==> src/rtl/ipp_pkg.sv <==
// Shared types and constants for the trace-index payload parser.
`default_nettype none

package ipp_pkg;

    // Longest accepted LEB128 varint, in bytes.
    localparam int VARINT_MAX_BYTES = 10;
    localparam int VCNT_W           = $clog2(VARINT_MAX_BYTES + 1);

    // Byte counts of the fixed-size records.
    localparam int REC_BYTES        = 24;
    localparam int HIER_BYTES       = 8;
    localparam int META_BYTES       = 16;
    localparam int SKIP_BYTES       = 16;
    localparam int IDX_W            = 5;

    // Byte that opens the optional section.
    localparam logic [7:0] SENTINEL_BYTE = 8'h01;

    // Result queue depth; two slots are kept free for a beat's results.
    localparam int QUEUE_DEPTH      = 4;
    localparam int QPTR_W           = $clog2(QUEUE_DEPTH);
    localparam int QCNT_W           = $clog2(QUEUE_DEPTH + 1);

    // Packed output data: three words, status, zero fill to whole bytes.
    localparam int OUT_DATA_W       = 200;
    localparam int OUT_USED_W       = 193;

    // Result kinds.
    localparam logic [2:0] KIND_VC   = 3'd0;
    localparam logic [2:0] KIND_TXN  = 3'd1;
    localparam logic [2:0] KIND_META = 3'd2;
    localparam logic [2:0] KIND_HIER = 3'd3;
    localparam logic [2:0] KIND_END  = 3'd4;

    // Parser sections.
    typedef enum logic [3:0] {
        SEC_VC_COUNT   = 4'd0,
        SEC_VC_REC     = 4'd1,
        SEC_TXN_COUNT  = 4'd2,
        SEC_TXN_REC    = 4'd3,
        SEC_VR_COUNT   = 4'd4,
        SEC_VR_ID      = 4'd5,
        SEC_VR_SKIP    = 4'd6,
        SEC_SENTINEL   = 4'd7,
        SEC_META       = 4'd8,
        SEC_HIER_COUNT = 4'd9,
        SEC_HIER_REC   = 4'd10,
        SEC_DONE       = 4'd11
    } section_t;

    // One result item.
    typedef struct packed {
        logic [2:0]  kind;
        logic [63:0] first_word;
        logic [63:0] second_word;
        logic [63:0] third_word;
        logic        status;
        logic        last_result;
    } result_t;

    // Results produced by one payload byte: an item, then an end status.
    typedef struct packed {
        logic    item_valid;
        logic    end_valid;
        result_t item;
        result_t end_res;
    } push_t;

endpackage

`default_nettype wire

==> src/rtl/index_payload_parser.sv <==
// Top level of the trace-index payload parser: input register, parser, result queue.
// A byte is held in the input register, then its results are written into the result queue.
// Throughput: one input beat per cycle while the queue has room for two results. A beat
// yields up to two results; the queue drains one per cycle while m_tready is high.
// Reset: rst_n clears the parser to expect the value-change count and empties the queue.
`default_nettype none

module index_payload_parser (
    input  wire logic                           clk,
    input  wire logic                           rst_n,
    input  wire logic                           s_tvalid,
    output logic                                s_tready,
    input  wire logic [7:0]                     s_tdata,  // [7:0] payload_byte
    input  wire logic                           s_tlast,  // last_byte
    output logic                                m_tvalid,
    input  wire logic                           m_tready,
    // [63:0] first_word, [127:64] second_word, [191:128] third_word, [192] status
    output logic [ipp_pkg::OUT_DATA_W-1:0]      m_tdata,
    output logic [2:0]                          m_tuser,  // [2:0] kind
    output logic                                m_tlast   // last_result
);
    import ipp_pkg::*;

    logic        in_valid_reg;
    logic [7:0]  in_byte_reg;
    logic        in_last_reg;
    logic        advance;
    logic        room;
    push_t       push;
    result_t     out_res;

    // The held byte moves into the parser when the queue has room for two results.
    assign advance  = in_valid_reg && room;
    assign s_tready = !in_valid_reg || advance;

    always_ff @(posedge clk or negedge rst_n)
    begin
        if (!rst_n)
        begin
            in_valid_reg <= 1'b0;
        end
        else if (s_tvalid && s_tready)
        begin
            in_valid_reg <= 1'b1;
        end
        else if (advance)
        begin
            in_valid_reg <= 1'b0;
        end
    end

    always_ff @(posedge clk)
    begin
        if (s_tvalid && s_tready)
        begin
            in_byte_reg <= s_tdata;
            in_last_reg <= s_tlast;
        end
    end

    ipp_core u_core (
        .clk          (clk),
        .rst_n        (rst_n),
        .step         (advance),
        .payload_byte (in_byte_reg),
        .last_byte    (in_last_reg),
        .push         (push)
    );

    ipp_out_queue u_queue (
        .clk       (clk),
        .rst_n     (rst_n),
        .push      (push),
        .room      (room),
        .out_valid (m_tvalid),
        .out_ready (m_tready),
        .out_res   (out_res)
    );

    // Output beat packing.
    assign m_tdata = {{(OUT_DATA_W - OUT_USED_W){1'b0}}, out_res.status,
                      out_res.third_word, out_res.second_word, out_res.first_word};
    assign m_tuser = out_res.kind;
    assign m_tlast = out_res.last_result;

endmodule

`default_nettype wire

==> src/rtl/ipp_core.sv <==
// Parser state and the per-byte section logic of the payload parser.
`default_nettype none

module ipp_core (
    input  wire logic           clk,
    input  wire logic           rst_n,
    input  wire logic           step,
    input  wire logic [7:0]     payload_byte,
    input  wire logic           last_byte,
    output ipp_pkg::push_t      push
);
    import ipp_pkg::*;

    section_t           section_reg, section_next;
    logic [IDX_W-1:0]   idx_reg, idx_next;
    logic [63:0]        items_reg, items_next;
    logic [63:0]        acc_reg, acc_next;
    logic [VCNT_W-1:0]  vcnt_reg, vcnt_next;
    logic [63:0]        w1_reg, w1_next;
    logic [63:0]        w2_reg, w2_next;
    logic [63:0]        w3_reg, w3_next;
    logic               err_reg, err_next;

    // Varint byte decode.
    logic [6:0]         shift;
    logic [70:0]        shifted;
    logic [63:0]        acc_new;
    logic [VCNT_W-1:0]  vcnt_new;
    logic               v_bad;
    logic               v_cont_bad;
    logic               v_done;

    // Record byte capture.
    logic [IDX_W-1:0]   idx_new;
    logic [63:0]        lane;
    logic [63:0]        w1_upd, w2_upd, w3_upd;
    logic               items_one;
    logic               end_bad;

    always_comb
    begin
        shift      = 7'({3'd0, vcnt_reg} * 7'd7);
        shifted    = {64'd0, payload_byte[6:0]} << shift;
        acc_new    = acc_reg | shifted[63:0];
        vcnt_new   = vcnt_reg + 1'b1;
        v_bad      = (vcnt_reg >= VCNT_W'(VARINT_MAX_BYTES)) || (shift >= 7'd64)
                     || (shifted[70:64] != 7'd0);
        v_cont_bad = payload_byte[7] && (vcnt_new >= VCNT_W'(VARINT_MAX_BYTES));
        v_done     = !payload_byte[7];
    end

    // Little-endian byte placement into the three record words.
    always_comb
    begin
        idx_new   = idx_reg + 1'b1;
        lane      = {56'd0, payload_byte} << {idx_reg[2:0], 3'b000};
        w1_upd    = w1_reg;
        w2_upd    = w2_reg;
        w3_upd    = w3_reg;
        case (idx_reg[4:3])
            2'd0:    w1_upd = w1_reg | lane;
            2'd1:    w2_upd = w2_reg | lane;
            default: w3_upd = w3_reg | lane;
        endcase
        items_one = (items_reg == 64'd1);
    end

    // Section logic for one byte, then the end status on the final byte.
    always_comb
    begin
        section_next = section_reg;
        idx_next     = idx_reg;
        items_next   = items_reg;
        acc_next     = acc_reg;
        vcnt_next    = vcnt_reg;
        w1_next      = w1_reg;
        w2_next      = w2_reg;
        w3_next      = w3_reg;
        err_next     = err_reg;
        push         = '0;
        end_bad      = 1'b0;

        if (step && !err_reg)
        begin
            unique case (section_reg)
                SEC_VC_COUNT, SEC_TXN_COUNT, SEC_VR_COUNT, SEC_HIER_COUNT:
                begin
                    if (v_bad || v_cont_bad)
                    begin
                        err_next = 1'b1;
                    end
                    else if (!v_done)
                    begin
                        acc_next  = acc_new;
                        vcnt_next = vcnt_new;
                    end
                    else
                    begin
                        items_next = acc_new;
                        acc_next   = '0;
                        vcnt_next  = '0;
                        w1_next    = '0;
                        w2_next    = '0;
                        w3_next    = '0;
                        idx_next   = '0;
                        unique case (section_reg)
                            SEC_VC_COUNT:
                                section_next = (acc_new == 64'd0) ? SEC_TXN_COUNT
                                                                  : SEC_VC_REC;
                            SEC_TXN_COUNT:
                                section_next = (acc_new == 64'd0) ? SEC_VR_COUNT
                                                                  : SEC_TXN_REC;
                            SEC_VR_COUNT:
                                section_next = (acc_new == 64'd0) ? SEC_SENTINEL
                                                                  : SEC_VR_ID;
                            default:
                                section_next = (acc_new == 64'd0) ? SEC_DONE
                                                                  : SEC_HIER_REC;
                        endcase
                    end
                end
                SEC_VC_REC, SEC_TXN_REC, SEC_HIER_REC:
                begin
                    if (idx_new < ((section_reg == SEC_HIER_REC) ? IDX_W'(HIER_BYTES)
                                                                 : IDX_W'(REC_BYTES)))
                    begin
                        idx_next = idx_new;
                        w1_next  = w1_upd;
                        w2_next  = w2_upd;
                        w3_next  = w3_upd;
                    end
                    else
                    begin
                        push.item_valid       = 1'b1;
                        push.item.first_word  = w1_upd;
                        if (section_reg == SEC_HIER_REC)
                        begin
                            push.item.kind = KIND_HIER;
                        end
                        else
                        begin
                            push.item.kind        = (section_reg == SEC_VC_REC) ? KIND_VC
                                                                                : KIND_TXN;
                            push.item.second_word = w2_upd;
                            push.item.third_word  = w3_upd;
                        end
                        w1_next    = '0;
                        w2_next    = '0;
                        w3_next    = '0;
                        idx_next   = '0;
                        items_next = items_reg - 64'd1;
                        if (items_one)
                        begin
                            unique case (section_reg)
                                SEC_VC_REC:  section_next = SEC_TXN_COUNT;
                                SEC_TXN_REC: section_next = SEC_VR_COUNT;
                                default:     section_next = SEC_DONE;
                            endcase
                        end
                    end
                end
                SEC_VR_ID:
                begin
                    if (v_bad || v_cont_bad)
                    begin
                        err_next = 1'b1;
                    end
                    else if (!v_done)
                    begin
                        acc_next  = acc_new;
                        vcnt_next = vcnt_new;
                    end
                    else
                    begin
                        acc_next     = '0;
                        vcnt_next    = '0;
                        idx_next     = '0;
                        section_next = SEC_VR_SKIP;
                    end
                end
                SEC_VR_SKIP:
                begin
                    if (idx_new < IDX_W'(SKIP_BYTES))
                    begin
                        idx_next = idx_new;
                    end
                    else
                    begin
                        idx_next     = '0;
                        items_next   = items_reg - 64'd1;
                        section_next = items_one ? SEC_SENTINEL : SEC_VR_ID;
                    end
                end
                SEC_SENTINEL:
                begin
                    if (payload_byte == SENTINEL_BYTE)
                    begin
                        w1_next      = '0;
                        w2_next      = '0;
                        w3_next      = '0;
                        idx_next     = '0;
                        section_next = SEC_META;
                    end
                    else
                    begin
                        section_next = SEC_DONE;
                    end
                end
                SEC_META:
                begin
                    if (idx_new < IDX_W'(META_BYTES))
                    begin
                        idx_next = idx_new;
                        w1_next  = w1_upd;
                        w2_next  = w2_upd;
                    end
                    else
                    begin
                        push.item_valid       = 1'b1;
                        push.item.kind        = KIND_META;
                        push.item.first_word  = w1_upd;
                        push.item.second_word = w2_upd;
                        w1_next      = '0;
                        w2_next      = '0;
                        w3_next      = '0;
                        idx_next     = '0;
                        section_next = SEC_HIER_COUNT;
                    end
                end
                default:
                begin
                    section_next = SEC_DONE;
                end
            endcase
        end

        // The final byte closes the run and returns the parser to its start.
        if (step && last_byte)
        begin
            end_bad = err_next || ((section_next != SEC_SENTINEL) &&
                                   (section_next != SEC_DONE));
            push.end_valid           = 1'b1;
            push.end_res.kind        = KIND_END;
            push.end_res.status      = end_bad;
            push.end_res.last_result = 1'b1;
            section_next = SEC_VC_COUNT;
            idx_next     = '0;
            items_next   = '0;
            acc_next     = '0;
            vcnt_next    = '0;
            w1_next      = '0;
            w2_next      = '0;
            w3_next      = '0;
            err_next     = 1'b0;
        end
    end

    // Parser state registers.
    always_ff @(posedge clk or negedge rst_n)
    begin
        if (!rst_n)
        begin
            section_reg <= SEC_VC_COUNT;
            idx_reg     <= '0;
            items_reg   <= '0;
            acc_reg     <= '0;
            vcnt_reg    <= '0;
            w1_reg      <= '0;
            w2_reg      <= '0;
            w3_reg      <= '0;
            err_reg     <= 1'b0;
        end
        else
        begin
            section_reg <= section_next;
            idx_reg     <= idx_next;
            items_reg   <= items_next;
            acc_reg     <= acc_next;
            vcnt_reg    <= vcnt_next;
            w1_reg      <= w1_next;
            w2_reg      <= w2_next;
            w3_reg      <= w3_next;
            err_reg     <= err_next;
        end
    end

endmodule

`default_nettype wire

==> src/rtl/ipp_out_queue.sv <==
// Result queue that takes up to two results per cycle and returns one per beat.
`default_nettype none

module ipp_out_queue (
    input  wire logic             clk,
    input  wire logic             rst_n,
    input  wire ipp_pkg::push_t   push,
    output logic                  room,
    output logic                  out_valid,
    input  wire logic             out_ready,
    output ipp_pkg::result_t      out_res
);
    import ipp_pkg::*;

    result_t             entry_reg [QUEUE_DEPTH];
    logic [QPTR_W-1:0]   wr_ptr_reg, wr_ptr_next;
    logic [QPTR_W-1:0]   rd_ptr_reg, rd_ptr_next;
    logic [QCNT_W-1:0]   count_reg, count_next;
    logic [QPTR_W-1:0]   end_ptr;
    logic [1:0]          push_n;
    logic                pop;

    // Pointer and fill bookkeeping.
    always_comb
    begin
        pop         = out_valid && out_ready;
        push_n      = {1'b0, push.item_valid} + {1'b0, push.end_valid};
        end_ptr     = push.item_valid ? (wr_ptr_reg + 1'b1) : wr_ptr_reg;
        wr_ptr_next = wr_ptr_reg + QPTR_W'(push_n);
        rd_ptr_next = pop ? (rd_ptr_reg + 1'b1) : rd_ptr_reg;
        count_next  = count_reg + QCNT_W'(push_n) - QCNT_W'(pop);
    end

    assign room      = (count_reg <= QCNT_W'(QUEUE_DEPTH - 2));
    assign out_valid = (count_reg != '0);
    assign out_res   = entry_reg[rd_ptr_reg];

    always_ff @(posedge clk or negedge rst_n)
    begin
        if (!rst_n)
        begin
            wr_ptr_reg <= '0;
            rd_ptr_reg <= '0;
            count_reg  <= '0;
        end
        else
        begin
            wr_ptr_reg <= wr_ptr_next;
            rd_ptr_reg <= rd_ptr_next;
            count_reg  <= count_next;
        end
    end

    // Storage: the item goes first, the end status right behind it.
    always_ff @(posedge clk)
    begin
        if (push.item_valid)
        begin
            entry_reg[wr_ptr_reg] <= push.item;
        end
        if (push.end_valid)
        begin
            entry_reg[end_ptr] <= push.end_res;
        end
    end

endmodule

`default_nettype wire

==> config.mk <==
export PLATFORM = sky130hd
export DESIGN_NAME = index_payload_parser
export DESIGN_NICKNAME = d
export VERILOG_FILES = /design/src/rtl/ipp_pkg.sv /design/src/rtl/index_payload_parser.sv /design/src/rtl/ipp_core.sv /design/src/rtl/ipp_out_queue.sv
export SDC_FILE = /design/constraint.sdc
export NUM_CORES = 2
export LEC_CHECK = 0
export BUFFER_PORTS_ARGS = -buffer_cell sky130_fd_sc_hd__buf_2
export CAP_MARGIN = 30
export CORE_MARGIN = 5
export CORE_UTILIZATION = 35
export DETAILED_ROUTE_END_ITERATION = 8
export SLEW_MARGIN = 20
export SYNTH_ARGS = -nofsm -noshare
export SYNTH_HDL_FRONTEND = slang
export SYNTH_SLANG_ARGS = --single-unit
==> constraint.sdc <==
create_clock -name clk -period 3.8 [get_ports clk]
set_clock_uncertainty 0.15 [all_clocks]
set_input_delay 0.76 -clock clk [delete_from_list [all_inputs] [get_ports clk]]
set_output_delay 0.76 -clock clk [all_outputs]
set_load 0.005 [all_outputs]
* Yosys cells after proc, flatten, opt, wreduce, memory -nomap -nowiden
Memories as Yosys holds them, arrays and structs flattened.
Cells that the tools add are included.
** Storage, ports and cells
- Register bits :: 351
- Bits in writable memories :: 788
- Input bits :: 13
- Output and inout port bits :: 206
- Word-level logic and storage cells :: 189
- Memories :: 1
** Memories
- u_queue.entry_reg :: words 4, width 197, rd ports 1, clocked after Yosys merged registers in 0, wr ports 2, line ipp_out_queue.sv:15 : result_t entry_reg [QUEUE_DEPTH];
** Operators by class
- Add/subtract/negate cells :: 9
- Multiply operators :: 1
- $lt $le $gt $ge :: 6
- Eq/ne operators :: 24
- Shift-type cells :: 2
- Multiplexer cells :: 92
- Bitwise gates (word level) :: 4
- Reductions and logical operators :: 35
** Operators with widths (count)
- $mux 64 :: 30
- $pmux 64 s4 :: 3
- $mux 195 :: 2
- $pmux 131 s2 :: 1
- $or 64x64->64 :: 4
- $pmux 64 s3 :: 1
- $mux 130 :: 1
- $mux 128 :: 1
- $shl 7x7->71 :: 1
- $eq 64x1->1 const B :: 1
- $logic_not 64->1 :: 1
- $shl 8x6->64 :: 1
- $sub 64x1->64 const B :: 1
- $mux 4 :: 15
- $mux 5 :: 8
- $pmux 4 s6 :: 1
- $pmux 5 s4 :: 1
- $eq 4x3->1 const B :: 4
- $mux 1 :: 16
- $ne 3x3->1 const B :: 5
- $eq 4x4->1 const B :: 3
- $mux 2 :: 6
- $pmux 4 s3 :: 1
- $reduce_and 6->1 :: 2
- 41 further kinds :: 63

* Depth between registers and ports, before layout
- Depth in word-level cells :: 14
- Depth in mapped cells :: 17
- Depth with buffers taken out :: 15

* Cells and area by module
A second synthesis with hierarchy kept.
** Second synthesis, totals
- Cells, all modules :: 4516
- Area, all modules :: 58399.8 µm²
** Modules (own cells, without submodules)
- ipp_out_queue :: times used 1, cells each 1956, area each 38260.4 µm², seq. area each 23837.9 µm²
- ipp_core :: times used 1, cells each 2538, area each 19752.7 µm², seq. area each 8358.0 µm²
- index_payload_parser :: times used 1, cells each 22, area each 386.6 µm², seq. area each 295.3 µm²

* Least setup slack after synthesis
Ideal clock, no wire load.
- Path type :: reg-to-reg
- Start point :: register u_core.section_reg[2]
- End point :: register u_queue.count_reg[2]
- Library setup time :: 0.123 ns
- Arrival time :: 3.544 ns
- Data required time :: 3.527 ns
- Setup slack :: -0.017 ns
- Stages on the path, launching flop included :: 18
- Buffers on the path :: 2
- Clock period less this slack :: 3.817 ns
- Cells stage by stage :: dfrtp_1 > buf_1 > clkinv_1 > nand3_1 > inv_1 > ha_1 > nand2_1 > mux2_4 > a21bo_1 > a21o_1 > inv_2 > buf_4 > ha_1 > inv_1 > ha_1 > fa_1 > xor2_1 > xnor2_1
** Between the ends
- Cells in the longest elaborated chain, start to end :: 9
- Elaborated cells on any way between the ends :: 13
- Classes of those cells :: add/sub (3); order compare (1); eq/ne (4); mux (4); reduce/logical (1)
** RTL lines
- start: declaration :: line ipp_core.sv:14 : section_t section_reg, section_next;
- start signal: assignment :: line ipp_core.sv:275 : section_reg <= section_next;
- $eq 4x4->1 :: line ipp_core.sv:85, ipp_core.sv:124
- $mux 5 :: line ipp_core.sv:124 : if (idx_new < ((section_reg == SEC_HIER_REC) ? IDX_W'(HIER_BYTES)
- $lt 5x5->1 :: line ipp_core.sv:124
- $mux 1 :: line ipp_core.sv:124
- $pmux 1 s2 * :: line ipp_core.sv:85 : unique case (section_reg)
- $mux 1 * :: line ipp_core.sv:83 : if (step && !err_reg)
- $add 1x1->2 * :: line ipp_out_queue.sv:27 : push_n = {1'b0, push.item_valid} + {1'b0, push.end_valid};
- $add 3x2->3 * :: line ipp_out_queue.sv:31 : count_next = count_reg + QCNT_W'(push_n) - QCNT_W'(pop);
- $sub 3x1->3 * :: line ipp_out_queue.sv:31
- via u_queue.count_next[2] :: line ipp_out_queue.sv:18 : logic [QCNT_W-1:0] count_reg, count_next;
- end signal: assignment :: line ipp_out_queue.sv:50 : count_reg <= count_next;
- end: declaration :: line ipp_out_queue.sv:18
The timed path passes the listed nets; every way through them passes the cells marked *.
A chain may end at the register's enable or synchronous reset.

* Worst setup path after layout
- Start point :: register u_core.vcnt_reg[0]
- End point :: register u_core.w3_reg[58]
** Between the ends
- Cells in the longest elaborated chain, start to end :: 7
- Elaborated cells on any way between the ends :: 13
- Classes of those cells :: add/sub (1); mul (1); order compare (3); eq/ne (1); shift (1); reduce/logical (6)
** RTL lines
- start: declaration :: line ipp_core.sv:18 : logic [VCNT_W-1:0] vcnt_reg, vcnt_next;
- start signal: assignment :: line ipp_core.sv:279 : vcnt_reg <= vcnt_next;
- $mul 4x3->7 :: line ipp_core.sv:42 : shift = 7'({3'd0, vcnt_reg} * 7'd7);
- $ge 7x7->1 / $shl 7x7->71 (equally long branches) :: line ipp_core.sv:46, ipp_core.sv:43
- $logic_or 1x1->1 / $reduce_bool 7->1 (equally long branches) :: line ipp_core.sv:46, ipp_core.sv:47
- $logic_or 1x1->1 :: line ipp_core.sv:47 : || (shifted[70:64] != 7'd0);
- $logic_or 1x1->1 * :: line ipp_core.sv:88 : if (v_bad || v_cont_bad)
- $ne 3x3->1 (no source line) *
- $reduce_and 6->1 (no source line) *
- end signal: assignment :: line ipp_core.sv:282 : w3_reg <= w3_next;
- end: declaration :: line ipp_core.sv:21 : logic [63:0] w3_reg, w3_next;
Mark *: on every way between the ends. The rest lies on a longest branch, timed or not.

==> reports/qor.yml <==
status: "finished clean"
setup_viol: 0
fin_crit_ps: 3710
synthSimpleGateAreaFrac_pct: 16.5
cts_root_buf: "clkbuf_16"
setup_ws_ps: 88.7
place_hpwl_mm: 110
synth_top_family_by_area: "compound AO/OA/AOI/OAI gates"
final.fill_count: 13681
p_seq_share_pct: 34.1
synth_largest_area_cell: "dfxtp_1"
fin_crit_sh_pct: 97.7
synth.top_cell.area_share_pct: 31.4
final_nets: 5626
wirelength_mm: 171
largest_reg_flops: 784
place_ws_ps: 10.1
pwr-share-clk_pct: 32.2
p_per_area_mw_per_mm2: 661
cts.sinks: 1135
cts_max_level: 3
syn_area_mm2: 0.0494
synthXorXnorAreaFrac_pct: 0.195
power.leakage_nw: 22.9
critPathLaunchType: "flop"
async_flop_share_pct: 30.1
critPathRequiredTime_ps: 4250
die_area_mm2: 0.149
layout.cells.non_filler: 7559
layout-drive-gt1-share_pct: 17.0
intPower_mw: 24.2
maxCapViolCount: 0
ir_worst_vdd_mv: 0.478
dpl_cell_area_mm2: 0.0535
fin_setup_tns_ps: 0
cp_max_fo: 16
worstSetupPathType: "flop to flop"
clk_pin_slew_ps: 60
clock_path_buffers: 3
grt_pass1_wl_mm: 255
p_sw_share_pct: 37.3
die_h_um: 386
rsz0062_at_grt: "true"
met2_usage_pct: 36.7
grt_usage_pct: 21.9
detail-route-antenna-nets: 0
grt_max_degree: 131
relSlewSlack_pct: 30.4
clock_latency_ps: 750
maxSlewViolCount: 0
fp.dieW_um: 386
drc: 0
yosys_warnings: 0
finalHoldViolCount: 0
met3_usage_pct: 3.38
synth_cells: 5486
rows: 137
final_cell_mix: "nand2_1, a21oi_1, dfxtp_1, nor2_1, dfrtp_1"
ys_seq_area_share_pct: 49.8
coreArea_mm2: 0.140
netlist-cell-type-count: 89
vias: 42484
first_global_vias: 40809
dp_cells: 7322
netlist_top_cells_area: "dfxtp_1, dfrtp_1, a21oi_1"
synthAdderAreaFrac_pct: 0.760
cts_tree: "yes"
diodes: 0
crit_path_end_kind: "flop"
use_met1_pct: 28.9
ys_ff_latch: 1135
p_sw_mw: 14.4
power.share.combinational_pct: 33.6
dr.pass1.iters: 8
fmax_mhz: 269
place_congestion: 0.896
worst_pin_slew_ps: 1030
io_buffer_count: 211
busiest_layer: "met2"
synth_flop_cell: "dfxtp_1"
synth_edf_count: 17
drt_iter0_drc: 4136
viasPerCell: 5.62
ios: 219
design_area_mm2: 0.0583
min_path_type: "primary input to flop"
synth-compound-area-share_pct: 19.1
wl_per_cell_um: 22.6
layout_commonest_cell: "nand2_1"
antenna_found_initial: 2
overflow: 0
muxShareOfSynthArea_pct: 9.09
synthToLayoutAreaGrowth_pct: 18.1
avgSynthCellArea_um2: 9.01
start_util_pct: 35.3
numCtsBuffers: 114
cp.arrival_ps: 4160
## cell type report
cell class	instances	area [µm²]	share of cell area, %
sequential	1135	24600	42.2
clock buffer	167	3540	6.08
timing repair buffer	470	4040	6.92
tap	1876	2350	4.02
multi-input combinational	3828	23000	39.4
clock inverter	46	666	1.14
inverter	37	144	0.247
## metrics by stage
stage	hold WS [ps]	total power [mW]	utilization, %
2_1_floorplan	277	20.8	-
3_3_place_gp	288	25.4	38.3
3_5_place_dp	295	25.4	38.3
4_1_cts	0.154	37.8	41.3
5_1_grt	12.9	40.1	41.7
6_report	39.7	38.6	41.7
## cells by family (layout without fill, tap and decap cells)
group | count (synthesis) | in the layout
compound gates | 1601 | 1601
simple gates | 1978 | 1979
mux | 203 | 203
other cells | 1 | 7
flops | 1135 | 1135
buf+inv | 530 | 720
fa+ha+maj | 27 | 27
xor+xnor | 11 | 11
## worst max-delay path, cell delays in order, from the launching register on
cell       delay, ps
dfrtp_1          400
fa_1             550
ha_2             160
inv_1             50
fa_2             360
and3b_1          200
a311o_1          250
nor4_4            70
buf_4            180
o221a_4          270
o21a_1           200
a21boi_4         150
buf_12           150
clkbuf_16        190
a21oi_1          160
nor2_1            50
## final timing paths
kind                                                        startpoint                                endpoint  slack [ps]  cells after the start
worst max-delay path                    u_core.vcnt_reg[0]$_DFFE_PN0P_           u_core.w3_reg[58]$_DFFE_PN0P_          90                     15
worst min-delay path                                        s_tdata[1]                in_byte_reg[1]$_DFFE_PP_          40                      1
worst max register to register          u_core.vcnt_reg[0]$_DFFE_PN0P_           u_core.w3_reg[58]$_DFFE_PN0P_          90                     15
worst min register to register  u_queue.entry_reg[2][104]$_SDFFE_PP0P_  u_queue.entry_reg[2][104]$_SDFFE_PP0P_         300                      2
max in group asynchronous                                        rst_n           u_core.w3_reg[54]$_DFFE_PN0P_        2100                      3
min in group asynchronous                                        rst_n        u_core.items_reg[40]$_DFFE_PN0P_         470                      2
## power groups by stage
stage / Clock, mW / Combinational (mW) / Sequential, mW
floorplan: 0 / 7.63 / 13.1
global placement: 0 / 12.0 / 13.4
detailed placement: 0 / 12.0 / 13.4
CTS: 12.6 / 12.1 / 13.1
global route: 13.1 / 13.8 / 13.2
finish: 12.4 / 13.0 / 13.2
## layer usage
layer  part of all wire [%]  wire length, µm
met3                    7.0            11900
met2                     48            82400
met1                     41            70500
met5                      0                0
met4                    3.6             6100
## synth_stat cells (all sizes together), types with 23 or more instances
cell,count
nand2,1141
a21oi,1047
dfxtp,776
nor2,573
dfrtp,342
clkbuf,305
a22o,259
mux4,196
buf,188
o21ai,126
a31oi,47
nor3,41
o31ai,40
and3,36
inv,35
nor4,30
nor2b,28
and2,25
nand3,24
nand2b,23
## timing repair
action / CTS / global route
pin swaps: 0 / 12
resized for setup: 1 / 70
setup buffers: 0 / 9
setup endpoints to repair: 1 / 263
gates cloned: 0 / 8
hold buffers: 7 / 0
hold endpoints to repair: 85 / 0
(Power assumes the default switching activity.)
